`src/design/egr_pkg.sv`:
```
`timescale 1ns / 1ps
`default_nettype none
package egr_pkg;

  localparam int unsigned MAX_VERTICES = 32;

  localparam int unsigned OP_W   = 2;
  localparam int unsigned VW     = 5;
  localparam int unsigned RW     = 32;
  localparam int unsigned ST_W   = 2;
  localparam int unsigned DEG_W  = 5;
  localparam int unsigned FILL_W = 9;
  localparam int unsigned CNT_W  = 6;

  localparam logic [OP_W-1:0] OP_LOAD    = 2'd0;
  localparam logic [OP_W-1:0] OP_ELIM    = 2'd1;
  localparam logic [OP_W-1:0] OP_RESTART = 2'd2;

  localparam logic [ST_W-1:0] ST_OK    = 2'd0;
  localparam logic [ST_W-1:0] ST_RANGE = 2'd1;
  localparam logic [ST_W-1:0] ST_DEAD  = 2'd2;

  typedef struct packed {
    logic capture;
    logic open;
    logic step;
    logic finish_elim;
    logic finish_simple;
  } egr_cmd_t;

  typedef struct packed {
    logic elim_ok;
    logic last;
  } egr_sts_t;

endpackage
`default_nettype wire

```
`src/design/elimination_game_replay.sv`:
```
`timescale 1ns / 1ps
`default_nettype none
// Vertex elimination replay engine. An item is taken when start_i is high and
// busy_o is low; its single result appears for one cycle with done_o high,
// and the receiver cannot stall it. Load, restart, unused opcodes and rejected
// eliminations go from the idle state through the execute state back to idle. A valid
// eliminate adds a sweep over min(MaxVertices, 32) rows and a finish state:
// the sweep reads and counts missing pairs in one adjacency row per cycle
// and rewrites each neighbor's row via the row store's single write port.
// The result strobe falls in the first cycle that busy_o is low again.
// vertex_count sits at byte address 0 of the register port and resets to 32.
module elimination_game_replay #(
  parameter int unsigned MaxVertices = egr_pkg::MAX_VERTICES
) (
  input  wire logic                        clk_i,
  input  wire logic                        rst_ni,
  input  wire logic                        start_i,
  output logic                             busy_o,
  input  wire logic [egr_pkg::OP_W-1:0]    opcode_i,
  input  wire logic [egr_pkg::VW-1:0]      vertex_i,
  input  wire logic [egr_pkg::RW-1:0]      row_bits_i,
  output logic                             done_o,
  output logic [egr_pkg::ST_W-1:0]         status_o,
  output logic [egr_pkg::DEG_W-1:0]        degree_o,
  output logic [egr_pkg::RW-1:0]           bag_mask_o,
  output logic [egr_pkg::FILL_W-1:0]       fill_count_o,
  output logic [egr_pkg::DEG_W-1:0]        max_degree_o,
  output logic [egr_pkg::FILL_W-1:0]       total_fill_o,
  input  wire logic                        psel,
  input  wire logic                        penable,
  input  wire logic                        pwrite,
  input  wire logic [2:0]                  paddr,
  input  wire logic [31:0]                 pwdata,
  output logic [31:0]                      prdata,
  output logic                             pready
);

  localparam logic RegVertexCount = 1'b0;

  egr_pkg::egr_cmd_t cmd;
  egr_pkg::egr_sts_t sts;
  logic                        cfg_hit;
  logic                        cfg_we;
  logic [egr_pkg::CNT_W-1:0]   vertex_count;

  assign pready  = 1'b1;
  assign cfg_hit = (paddr[2] == RegVertexCount);
  assign cfg_we  = psel && penable && pwrite && pready && cfg_hit;
  assign prdata  = cfg_hit ? 32'(vertex_count) : '0;

  egr_ctrl u_ctrl (
    .clk_i  (clk_i),
    .rst_ni (rst_ni),
    .start_i(start_i),
    .sts_i  (sts),
    .cmd_o  (cmd),
    .busy_o (busy_o),
    .done_o (done_o)
  );

  egr_datapath #(
    .MaxVertices(MaxVertices)
  ) u_datapath (
    .clk_i         (clk_i),
    .rst_ni        (rst_ni),
    .cmd_i         (cmd),
    .sts_o         (sts),
    .opcode_i      (opcode_i),
    .vertex_i      (vertex_i),
    .row_bits_i    (row_bits_i),
    .cfg_we_i      (cfg_we),
    .cfg_wdata_i   (pwdata[egr_pkg::CNT_W-1:0]),
    .vertex_count_o(vertex_count),
    .status_o      (status_o),
    .degree_o      (degree_o),
    .bag_mask_o    (bag_mask_o),
    .fill_count_o  (fill_count_o),
    .max_degree_o  (max_degree_o),
    .total_fill_o  (total_fill_o)
  );

endmodule
`default_nettype wire

```
`src/design/egr_ctrl.sv`:
```
`timescale 1ns / 1ps
`default_nettype none
module egr_ctrl (
  input  wire logic              clk_i,
  input  wire logic              rst_ni,
  input  wire logic              start_i,
  input  wire egr_pkg::egr_sts_t sts_i,
  output egr_pkg::egr_cmd_t      cmd_o,
  output logic                   busy_o,
  output logic                   done_o
);

  typedef enum logic [1:0] {
    S_IDLE,
    S_EXEC,
    S_SWEEP,
    S_FINISH
  } state_e;

  state_e state_q, state_d;
  logic   done_q, done_d;

  always_comb begin
    cmd_o = '0;
    state_d = state_q;
    case (state_q)
      S_IDLE: begin
        cmd_o.capture = start_i;
        if (start_i) begin
          state_d = S_EXEC;
        end
      end
      S_EXEC: begin
        if (sts_i.elim_ok) begin
          cmd_o.open = 1'b1;
          state_d = S_SWEEP;
        end else begin
          cmd_o.finish_simple = 1'b1;
          state_d = S_IDLE;
        end
      end
      S_SWEEP: begin
        cmd_o.step = 1'b1;
        if (sts_i.last) begin
          state_d = S_FINISH;
        end
      end
      S_FINISH: begin
        cmd_o.finish_elim = 1'b1;
        state_d = S_IDLE;
      end
      default: begin
        state_d = S_IDLE;
      end
    endcase
    done_d = cmd_o.finish_simple | cmd_o.finish_elim;
  end

  always_ff @(posedge clk_i or negedge rst_ni) begin
    if (!rst_ni) begin
      state_q <= S_IDLE;
      done_q  <= 1'b0;
    end else begin
      state_q <= state_d;
      done_q  <= done_d;
    end
  end

  assign busy_o = (state_q != S_IDLE);
  assign done_o = done_q;

  a_accept_exec: assert property (@(posedge clk_i) disable iff (!rst_ni)
    (start_i && !busy_o) |=> (state_q == S_EXEC))
    else $error("accepted transaction did not enter execution");

  a_done_after_work: assert property (@(posedge clk_i) disable iff (!rst_ni)
    done_q |-> ($past(state_q) == S_EXEC || $past(state_q) == S_FINISH))
    else $error("result strobe without a finishing state");

endmodule
`default_nettype wire

```
`src/design/egr_datapath.sv`:
```
`timescale 1ns / 1ps
`default_nettype none
module egr_datapath #(
  parameter int unsigned MaxVertices = egr_pkg::MAX_VERTICES
) (
  input  wire logic                        clk_i,
  input  wire logic                        rst_ni,
  input  wire egr_pkg::egr_cmd_t           cmd_i,
  output egr_pkg::egr_sts_t                sts_o,
  input  wire logic [egr_pkg::OP_W-1:0]    opcode_i,
  input  wire logic [egr_pkg::VW-1:0]      vertex_i,
  input  wire logic [egr_pkg::RW-1:0]      row_bits_i,
  input  wire logic                        cfg_we_i,
  input  wire logic [egr_pkg::CNT_W-1:0]   cfg_wdata_i,
  output logic [egr_pkg::CNT_W-1:0]        vertex_count_o,
  output logic [egr_pkg::ST_W-1:0]         status_o,
  output logic [egr_pkg::DEG_W-1:0]        degree_o,
  output logic [egr_pkg::RW-1:0]           bag_mask_o,
  output logic [egr_pkg::FILL_W-1:0]       fill_count_o,
  output logic [egr_pkg::DEG_W-1:0]        max_degree_o,
  output logic [egr_pkg::FILL_W-1:0]       total_fill_o
);

  localparam int unsigned RW     = egr_pkg::RW;
  localparam int unsigned VW     = egr_pkg::VW;
  localparam int unsigned CNT_W  = egr_pkg::CNT_W;
  localparam int unsigned DEG_W  = egr_pkg::DEG_W;
  localparam int unsigned FILL_W = egr_pkg::FILL_W;
  localparam int unsigned Rows   = (MaxVertices < RW) ? MaxVertices : RW;
  localparam int unsigned IdxW   = $clog2(Rows);
  localparam logic [IdxW-1:0] LastIdx = IdxW'(Rows - 1);
  localparam logic [DEG_W-1:0] DegMax = '1;
  localparam logic [FILL_W-1:0] FillMax = '1;

  function automatic logic [CNT_W-1:0] popcount(input logic [RW-1:0] x);
    logic [CNT_W-1:0] c;
    c = '0;
    for (int i = 0; i < RW; i++) begin
      c = c + CNT_W'(x[i]);
    end
    return c;
  endfunction

  logic [RW-1:0]          adj_q [Rows];
  logic [RW-1:0]          alive_q;
  logic [DEG_W-1:0]       width_q;
  logic [FILL_W-1:0]      total_q;
  logic [CNT_W-1:0]       vc_q;
  logic [egr_pkg::OP_W-1:0] op_q;
  logic [VW-1:0]          vertex_q;
  logic [RW-1:0]          row_q;
  logic [RW-1:0]          nb_q;
  logic [DEG_W-1:0]       deg_q;
  logic [FILL_W-1:0]      fill_q;
  logic [IdxW-1:0]        idx_q;

  logic [CNT_W-1:0]       n;
  logic [RW-1:0]          used;
  logic                   in_range;
  logic [IdxW-1:0]        vidx;
  logic [RW-1:0]          self;
  logic [RW-1:0]          nb_new;
  logic [CNT_W-1:0]       deg_cnt;
  logic [VW-1:0]          aidx;
  logic [RW-1:0]          row_a;
  logic [RW-1:0]          above;
  logic [CNT_W-1:0]       miss;
  logic [DEG_W-1:0]       width_new;
  logic [FILL_W:0]        tsum;
  logic [FILL_W-1:0]      total_new;
  logic                   adj_we;
  logic [IdxW-1:0]        adj_waddr;
  logic [RW-1:0]          adj_wdata;

  always_comb begin
    n = (vc_q > CNT_W'(Rows)) ? CNT_W'(Rows) : vc_q;
    for (int u = 0; u < RW; u++) begin
      used[u] = (CNT_W'(u) < n);
    end
    in_range = ({1'b0, vertex_q} < n);
    vidx     = vertex_q[IdxW-1:0];
    self     = RW'(1) << vertex_q;
    nb_new   = adj_q[vidx] & alive_q & used & ~self;
    deg_cnt  = popcount(nb_new);

    // Each neighbor pair is tested once, in the row of its lower vertex.
    aidx  = VW'(idx_q);
    row_a = adj_q[idx_q];
    for (int u = 0; u < RW; u++) begin
      above[u] = nb_q[u] & (VW'(u) > aidx);
    end
    miss = popcount(above & ~row_a);

    width_new = (deg_q > width_q) ? deg_q : width_q;
    tsum      = {1'b0, total_q} + {1'b0, fill_q};
    total_new = tsum[FILL_W] ? FillMax : tsum[FILL_W-1:0];

    adj_we    = 1'b0;
    adj_waddr = idx_q;
    adj_wdata = row_a | (nb_q & ~(RW'(1) << aidx));
    if (cmd_i.step) begin
      adj_we = nb_q[aidx];
    end else if (cmd_i.finish_simple && op_q == egr_pkg::OP_LOAD && in_range) begin
      adj_we    = 1'b1;
      adj_waddr = vidx;
      adj_wdata = row_q & used;
    end
  end

  always_ff @(posedge clk_i or negedge rst_ni) begin
    if (!rst_ni) begin
      for (int r = 0; r < Rows; r++) begin
        adj_q[r] <= '0;
      end
    end else if (adj_we) begin
      adj_q[adj_waddr] <= adj_wdata;
    end
  end

  always_ff @(posedge clk_i or negedge rst_ni) begin
    if (!rst_ni) begin
      alive_q <= '1;
      width_q <= '0;
      total_q <= '0;
      vc_q    <= CNT_W'(32);
    end else begin
      if (cfg_we_i) begin
        vc_q <= cfg_wdata_i;
      end
      if (cmd_i.finish_simple) begin
        if (op_q == egr_pkg::OP_LOAD && in_range) begin
          alive_q[vertex_q] <= 1'b1;
        end else if (op_q == egr_pkg::OP_RESTART) begin
          alive_q <= '1;
          width_q <= '0;
          total_q <= '0;
        end
      end
      if (cmd_i.finish_elim) begin
        alive_q[vertex_q] <= 1'b0;
        width_q <= width_new;
        total_q <= total_new;
      end
    end
  end

  always_ff @(posedge clk_i) begin
    if (cmd_i.capture) begin
      op_q     <= opcode_i;
      vertex_q <= vertex_i;
      row_q    <= row_bits_i;
    end
    if (cmd_i.open) begin
      nb_q   <= nb_new;
      deg_q  <= (deg_cnt > CNT_W'(DegMax)) ? DegMax : deg_cnt[DEG_W-1:0];
      fill_q <= '0;
      idx_q  <= '0;
    end
    if (cmd_i.step) begin
      idx_q <= idx_q + IdxW'(1);
      if (nb_q[aidx]) begin
        fill_q <= fill_q + FILL_W'(miss);
      end
    end
    if (cmd_i.finish_simple) begin
      degree_o     <= '0;
      bag_mask_o   <= '0;
      fill_count_o <= '0;
      case (op_q)
        egr_pkg::OP_LOAD: begin
          status_o     <= in_range ? egr_pkg::ST_OK : egr_pkg::ST_RANGE;
          max_degree_o <= width_q;
          total_fill_o <= total_q;
        end
        egr_pkg::OP_ELIM: begin
          status_o     <= in_range ? egr_pkg::ST_DEAD : egr_pkg::ST_RANGE;
          max_degree_o <= width_q;
          total_fill_o <= total_q;
        end
        egr_pkg::OP_RESTART: begin
          status_o     <= egr_pkg::ST_OK;
          max_degree_o <= '0;
          total_fill_o <= '0;
        end
        default: begin
          status_o     <= egr_pkg::ST_OK;
          max_degree_o <= width_q;
          total_fill_o <= total_q;
        end
      endcase
    end
    if (cmd_i.finish_elim) begin
      status_o     <= egr_pkg::ST_OK;
      degree_o     <= deg_q;
      bag_mask_o   <= nb_q | self;
      fill_count_o <= fill_q;
      max_degree_o <= width_new;
      total_fill_o <= total_new;
    end
  end

  assign sts_o.elim_ok   = (op_q == egr_pkg::OP_ELIM) && in_range && alive_q[vertex_q];
  assign sts_o.last      = (idx_q == LastIdx);
  assign vertex_count_o  = vc_q;

  a_one_command: assert property (@(posedge clk_i) disable iff (!rst_ni)
    $onehot0({cmd_i.capture, cmd_i.open, cmd_i.step, cmd_i.finish_elim, cmd_i.finish_simple}))
    else $error("controller issued more than one command");

  a_sweep_starts_at_zero: assert property (@(posedge clk_i) disable iff (!rst_ni)
    cmd_i.open |=> (idx_q == '0))
    else $error("neighbor sweep did not start at row zero");

  a_vertex_dies: assert property (@(posedge clk_i) disable iff (!rst_ni)
    cmd_i.finish_elim |=> !alive_q[vertex_q])
    else $error("eliminated vertex is still alive");

endmodule
`default_nettype wire
```
`config.mk`:
```
export PLATFORM = sky130hd
export DESIGN_NAME = elimination_game_replay
export DESIGN_NICKNAME = d
export VERILOG_FILES = /design/src/design/egr_pkg.sv /design/src/design/elimination_game_replay.sv /design/src/design/egr_ctrl.sv /design/src/design/egr_datapath.sv
export SDC_FILE = /design/constraint.sdc
export NUM_CORES = 2
export LEC_CHECK = 0
export BUFFER_PORTS_ARGS = -buffer_cell sky130_fd_sc_hd__buf_2
export CAP_MARGIN = 20
export CORE_AREA = 2 2 350 352
export DETAILED_ROUTE_END_ITERATION = 8
export DIE_AREA = 0 0 352 354
export PLACE_DENSITY = 0.71
export SLEW_MARGIN = 20
export SYNTH_ARGS = -nofsm -noshare
export SYNTH_HDL_FRONTEND = slang
export SYNTH_SLANG_ARGS = --single-unit
```
`constraint.sdc`:
```
create_clock -name clk_i -period 10.8 [get_ports clk_i]
set_clock_uncertainty 0.1 [all_clocks]
set_input_delay 0.54 -clock clk_i [delete_from_list [all_inputs] [get_ports clk_i]]
set_output_delay 0.54 -clock clk_i [all_outputs]
set_load 0.01 [all_outputs]
```
# Yosys cells after proc, flatten, opt, wreduce, memory -nomap -nowiden
# Cells that the tools add are included.
# word_totals
out_inout_bits,97
elab_cells,336
ff_bits,1231
# op_classes
bitwise_logic,51
order_cmp,75
add_sub_neg,65
shifts,2
mux,66
eq_ne,9
reduce_logical,17
# ops
operator,count
bitwise mux 1024 bit,1
2-to-1 mux 32 bit,13
adder 6 x 1 -> 6 bit,60
binary-select mux 32 bit (select 5 bit),2
bitwise AND 32 bit,7
demux 32 bit (select 5 bit),1
NOT 32 bit,4
2-to-1 mux 9 bit,12
< comparator 5 x 6 -> 1 bit (first input constant),16
bitwise OR 32 bit,3
greater-than comparator 5 bit (first input constant),16
2-to-1 mux 5 bit,13
left shift 1 x 5 -> 32 bit (first input constant),2
< comparator 4 x 6 -> 1 bit (first input constant),8
greater-than comparator 4 x 5 -> 1 bit (first input constant),8
bitwise AND 1 bit,32
< comparator 3 x 6 -> 1 bit (first input constant),4
greater-than comparator 3 x 5 -> 1 bit (first input constant),4
greater-or-equal comparator 6 bit (second input constant),3
NOT 5 -> 6 bit,3
2-to-1 mux 1 bit,13
< comparator 1 x 6 -> 1 bit (first input constant),2
< comparator 2 x 6 -> 1 bit (first input constant),2
< comparator 5 x 6 -> 1 bit (second input constant),2
other kinds (28),54

# Depth between registers and ports, before layout
# depth
ltp_word,40
mapped_depth,32
depth_no_buf,29

# Hierarchy
# Synthesis repeated with hierarchy kept, for this count alone.
# unflattened
cells_unflattened,4969
area_unflattened_um2,67735.0
# by_module_without_submodules
module,instances,seq_area_each_um2,area_each_um2,cells_per_inst
egr_datapath,1,31421.4,67313.3,4918
elimination_game_replay,1,0.0,272.8,36
egr_ctrl,1,75.1,148.9,15

# Worst setup path before layout
# OpenSTA, ideal clock, no wires.
# synth_path
kind,flip-flop to flip-flop
start,"reg u_datapath.idx_q[0], in the netlist u_datapath.aidx[0]"
end,reg u_datapath.fill_q[6]
required_time_ns,10.517
stages_incl_launch_ff,31
path_buffers,5
setup_ns,0.183
slack_ns,2.371
t_arrival_ns,8.146
cell_sequence,edfxtp_1 buf_2 buf_4 buf_4 buf_2 buf_2 mux4_2 a221oi_1 and3_1 and4b_1 ha_1 inv_1 fa_1 fa_1 fa_1 fa_1 fa_1 inv_1 fa_1 fa_1 inv_1 fa_1 inv_1 fa_1 a21o_1 a21oi_1 nor2b_1 o21a_1 o21ai_0 xor2_1 nor2_1
# synth_via
elab_chain_len,40
elab_cells_between_ends,106
# synth_rtl
element,line_no,source
"start, declared",egr_datapath.sv:55,logic [IdxW-1:0] idx_q;
"start signal, assigned",egr_datapath.sv:160,idx_q <= idx_q + IdxW'(1);
NOT 5 -> 6 bit (implied by the code),egr_datapath.sv:88,row_a = adj_q[idx_q];
binary-select mux 32 bit (select 5 bit),egr_datapath.sv:88,
2-to-1 mux 32 bit (implied by the code) (2 in series),egr_datapath.sv:88,
NOT 32 bit,egr_datapath.sv:92,miss = popcount(above & ~row_a);
bitwise AND 32 bit,egr_datapath.sv:92,
adder 1 x 1 -> 2 bit,egr_datapath.sv:39,c = c + CNT_W'(x[i]);
adder 6 x 1 -> 6 bit (30 in series),egr_datapath.sv:39,
adder 9 x 6 -> 9 bit,egr_datapath.sv:162,fill_q <= fill_q + FILL_W'(miss);
2-to-1 mux 9 bit (*),egr_datapath.sv:161,if (nb_q[aidx]) begin
2-to-1 mux 9 bit (*),egr_datapath.sv:159,if (cmd_i.step) begin
"end signal, assigned",egr_datapath.sv:162,
"end, declared",egr_datapath.sv:54,logic [FILL_W-1:0] fill_q;
# Every way passes the cells marked *; elsewhere a longest branch is shown, timed or not. The select of a mux whose other input is x is not followed.
# A chain may end at the register's enable or synchronous reset.

# Worst setup path after layout
# layout_path
start,"reg u_datapath.idx_q[4], in the netlist u_datapath.aidx[4]"
end,reg u_datapath.fill_q[6]
# Same word-level chain as after synthesis.

==> metrics.md <==
| Metric | Value |
|---|---|
| Outcome | `completed` |
| Number of nets in the layout | `4,779` |
| Areal power density over the cells | `roughly 290 nW/µm²` |
| Count of endpoints failing setup in the final report | `0` |
| Portion of netlist area occupied by mux cells | `between 30% and 40%` |
| Synthesized-area fraction occupied by adder cells | `about 2.4%` |
| Count of boundary I/O pins | `177` |
| Placed standard-cell area | `a little under 70,000 µm²` |
| Count of final max-slew check failures | `0` |
| Xor-xnor portion of the synthesized cell area | `less than 1%` |
| Routed vias | `roughly 45,000` |
| Most numerous cell types in the synthesized netlist | `sky130_fd_sc_hd__dfrtp_1, sky130_fd_sc_hd__mux2_2, sky130_fd_sc_hd__mux4_2, sky130_fd_sc_hd__clkbuf_1, sky130_fd_sc_hd__a22oi_1` |
| Mean routed wirelength per cell | `34.90 µm` |
| Number of core rows | `around 130` |
| Global-route wire length before repair | `320,700 µm` |
| Cell types occupying the most area after synthesis | `sky130_fd_sc_hd__dfrtp_1, sky130_fd_sc_hd__mux4_2, sky130_fd_sc_hd__mux2_2` |
| Detailed Routing Iterations Pass 1 | `8` |
| Clock sink count | `between 1,000 and 1,500` |
| Clock root buffer | `sky130_fd_sc_hd__clkbuf_16` |
| Maximum frequency from static timing analysis | `between 0.1 and 0.15 GHz` |
| Antenna-violating nets left | `0` |
| Synthesis-stage register bit count | `about 1,200` |
| Element type at the critical path start | `flip-flop` |
| Total standard cell area after synthesis | `65,890 µm²` |
| Worst-case headroom to the max-slew limit | `~14%` |
| Post-route standard cell area excluding fillers | `about 73,000 µm²` |
| Number of fill cells | `around 9,000` |
| EDFF count, synth | `roughly 140` |
| Clock tree from TritonCTS | `built` |
| Data arrival time of the critical path | `between 9000 and 10,000 ps` |
| CTS clock-pin slew for the worst setup and hold paths | `~60 ps` |
| Post-layout util | `between 60% and 70%` |
| Drt total wl | `220,900 µm` |
| Data required time of the critical path | `about 11,000 ps` |
| Detailed Route Iter0 Violations | `roughly 6,000` |
| Area leader, netlist | `sky130_fd_sc_hd__dfrtp_1` |
| Cell with the most instances after synthesis | `sky130_fd_sc_hd__dfrtp_1` |
| TritonCTS buffer count | `135` |
| Final worst setup slack | `around 1400 ps` |
| Number of gates resized after CTS | `0` |
| Share of synthesized cell area in and, or, nand and nor gates | `about 3.5%` |
| Max Cap Violations | `0` |
| Post-synthesis compound-gate area fraction | `6.128%` |
| Leak pwr | `32.90 nW` |
| HPWL after DPL | `about 130,000 µm` |
| Maximum number of pins on one net before global-route repair | `approximately 180` |
| Main combinational cell family by area after synthesis | `multiplexers` |
| Initial antenna violation count | `10` |
| Number of warnings printed during yosys synthesis | `0` |
| Number of hold-slack violations in the final timing report | `0` |
| Largest fanout on the critical path | `23` |
| Count of H-tree levels built during CTS | `4` |
| Worst Tran Pin Value | `1280 ps` |
| Type of the worst setup path | `flip-flop to flip-flop` |
| Via count of the first global-routing pass | `about 45,000` |
| Post-Place Setup Slack | `between 1500 and 2000 ps` |
| Die X-Extent | `approximately 350 µm` |
| VDD IR-drop max | `522.0 µV` |
| Top-area cell type share of the netlist area | `around two fifths` |
| Worst-case clock buffer depth | `3` |
| Period minus WS final | `9384 ps` |
| Worst hold-check path type | `input port to flip-flop` |
| Vias per std cell | `7.135` |
| Synthesized area divided by synthesized cell count | `approximately 14 µm²` |
| Total Die Area | `124,600 µm²` |
| Drt drc | `0` |
| Async S/R FF share, synth | `about 90%` |
| Synth unique cells | `between 60 and 70` |
| DIE HEIGHT | `between 300 and 400 µm` |
| Input/output buffers | `121` |
| Total routing resource utilization after global routing | `35.61%` |
| Initial standard-cell utilization of the core | `between 50% and 60%` |
| Final TNS setup | `0 ps` |
| Fin crit share | `between 80% and 90%` |
| Dominant synthesized flop cell | `sky130_fd_sc_hd__dfrtp_1` |
| Final Wtd Congestion | `0.9975` |
| RSZ-0062 raised after global routing | `false` |
| Portion of the post-synthesis area used by sequential elements | `approximately 48%` |
| GRT Residual Overflow | `0` |
| Worst setup EP type | `flip-flop` |
| Clock insertion delay at the later pin of the skew report | `between 700 and 800 ps` |
| Core outline area | `between 100,000 and 150,000 µm²` |
| Number of instances in the synthesized netlist | `between 4,000 and 5,000` |
| Area Overhead vs Synth | `11.32%` |
| Share of cells above drive strength 1 | `between 40% and 50%` |
[metal layers]
layer  track usage [%]  vias to the layer above  part of all wire (%)
li1                  -                    17653                     -
met1             47.51                    23942                    37
met2             52.48                     2890                    45
met3             11.32                      670                    12
met4             18.77                       10                   6.0
met5                 0                        -                 0.023
[layout make-up]
type	instances	area, µm²	share of cell area (%)
well taps	1625	2033	2.772
clock inverters	42	391.6	0.5339
inverters	117	439.2	0.5987
multi-input cells	2801	32710	44.59
clock buffers	194	3877	5.286
flip-flops and latches	1231	31500	42.94
repair buffers	316	2395	3.265
diodes	4	10.01	0.01365
[metrics by stage]
| step | hold WS, ps | total power, mW | std cells |
|---|---|---|---|
| 2_1_floorplan | 144.4 | 13.84 | 4606 |
| 6_report | 282.9 | 21.42 | 6330 |
| 3_5_place_dp | 363.7 | 16.66 | 6044 |
| 5_1_grt | 292.4 | 22.42 | 6326 |
| 4_1_cts | 260.7 | 21.27 | 6326 |
| 3_3_place_gp | 356.3 | 16.41 | 6043 |
[report_power, final]
group / switching [mW] / total [mW] / internal [mW]
logic: 4.71 / 9.11 / 4.40
registers: 1.30 / 7.76 / 6.46
clock network: 1.94 / 4.55 / 2.61
total: 7.95 / 21.4 / 13.5
[cell usage in the layout, fill, tap and decap left out, drive strengths merged, types with 7 or more instances in the layout]
cell         netlist  layout
mux2            1060    1060
dfrtp           1046    1046
mux4             519     519
buf              199     270
clkbuf           258     194
a22oi            169     169
edfxtp           141     141
a21oi            134     134
inv              117     123
nand2            119     119
nor2             108     108
o21ai             75      75
a31oi             59      59
fa                50      50
nand4             48      48
ha                47      47
dlygate4sd3        0      46
and3              41      41
a221oi            38      38
a22o              37      37
dfstp             33      33
nand3             30      30
clkinv             0      30
mux2i             29      29
nand2b            28      28
conb               2      27
o22ai             20      20
nor2b             18      18
a21o              14      14
nor3              12      12
xnor2             11      11
o22a              11      11
dfxtp             11      11
and4               7       7
[path summary, 6_finish.rpt]
check / slack, ps / cells after the start / end / start
setup / recovery: 1420 / 26 / u_datapath.fill_q[6]$_DFF_P_ / u_datapath.aidx[4]$_SDFFCE_PN0P_
setup reg to reg: 1420 / 26 / u_datapath.fill_q[6]$_DFF_P_ / u_datapath.aidx[4]$_SDFFCE_PN0P_
min in group asynchronous: 310 / 2 / u_datapath.adj_q[837]$_DFFE_PN0P_ / rst_ni
max in group asynchronous: 7750 / 4 / u_datapath.adj_q[306]$_DFFE_PN0P_ / rst_ni
hold / removal: 280 / 3 / u_datapath.vertex_count_o[4]$_DFFE_PN0P_ / pwrite
hold reg to reg: 370 / 1 / u_datapath.status_o[0]$_SDFFE_PP0P_ / u_datapath.status_o[0]$_SDFFE_PP0P_
[sequential cells by signal, summed over array words and instances (netlist names), named ones only]
register / cells
u_ctrl.done_o: 1
u_datapath.vertex_q: 5
u_datapath.alive_q: 32
u_datapath.total_fill_o: 9
u_datapath.degree_o: 5
u_datapath.vertex_count_o: 6
u_datapath.bag_mask_o: 32
u_datapath.row_q: 32
u_datapath.width_q: 5
u_datapath.total_q: 9
u_datapath.aidx: 5
u_datapath.fill_count_o: 9
u_datapath.adj_q: 1024
u_datapath.nb_q: 32
u_ctrl.state_q: 1
u_datapath.status_o: 2
u_datapath.deg_q: 5
u_datapath.fill_q: 9
u_datapath.op_q: 2
u_datapath.max_degree_o: 5
[repair_timing]
item                                   in CTS  in global routing
hold buffers                               46                  0
endpoints found under the hold margin     157                  0
setup buffers                               0                  0
[cell families (layout without fill, tap and decap cells)]
family | count (synthesis) | in the layout
AO/OA/AOI/OAI | 601 | 601
XOR/XNOR | 14 | 14
adder cells (fa/ha/maj) | 97 | 97
buffers and inverters | 574 | 669
flip-flops | 1231 | 1231
multiplexers | 1608 | 1608
other | 2 | 31
AND/OR/NAND/NOR | 454 | 454
[critical path, cell delays in order, from the launching register on]
cell                       delay [ps]
sky130_fd_sc_hd__edfxtp_1         870
sky130_fd_sc_hd__nand2b_1         680
sky130_fd_sc_hd__nor2_4           720
sky130_fd_sc_hd__a22oi_1          210
sky130_fd_sc_hd__and3_1           360
sky130_fd_sc_hd__and3_1           240
sky130_fd_sc_hd__ha_1             270
sky130_fd_sc_hd__inv_1             50
sky130_fd_sc_hd__fa_1             500
sky130_fd_sc_hd__fa_1             520
sky130_fd_sc_hd__fa_1             520
sky130_fd_sc_hd__fa_1             560
sky130_fd_sc_hd__fa_1             550
sky130_fd_sc_hd__inv_1             60
sky130_fd_sc_hd__fa_1             580
sky130_fd_sc_hd__fa_1             220
sky130_fd_sc_hd__inv_1             60
sky130_fd_sc_hd__fa_1             470
sky130_fd_sc_hd__inv_1             60
sky130_fd_sc_hd__fa_1             430
sky130_fd_sc_hd__a21o_1           180
sky130_fd_sc_hd__a21oi_1          230
sky130_fd_sc_hd__nor2b_1           80
sky130_fd_sc_hd__o21a_1           170
sky130_fd_sc_hd__o21ai_0          280
sky130_fd_sc_hd__xor2_1           170
sky130_fd_sc_hd__nor2_1            50
Power figures use the tool's default switching activity.
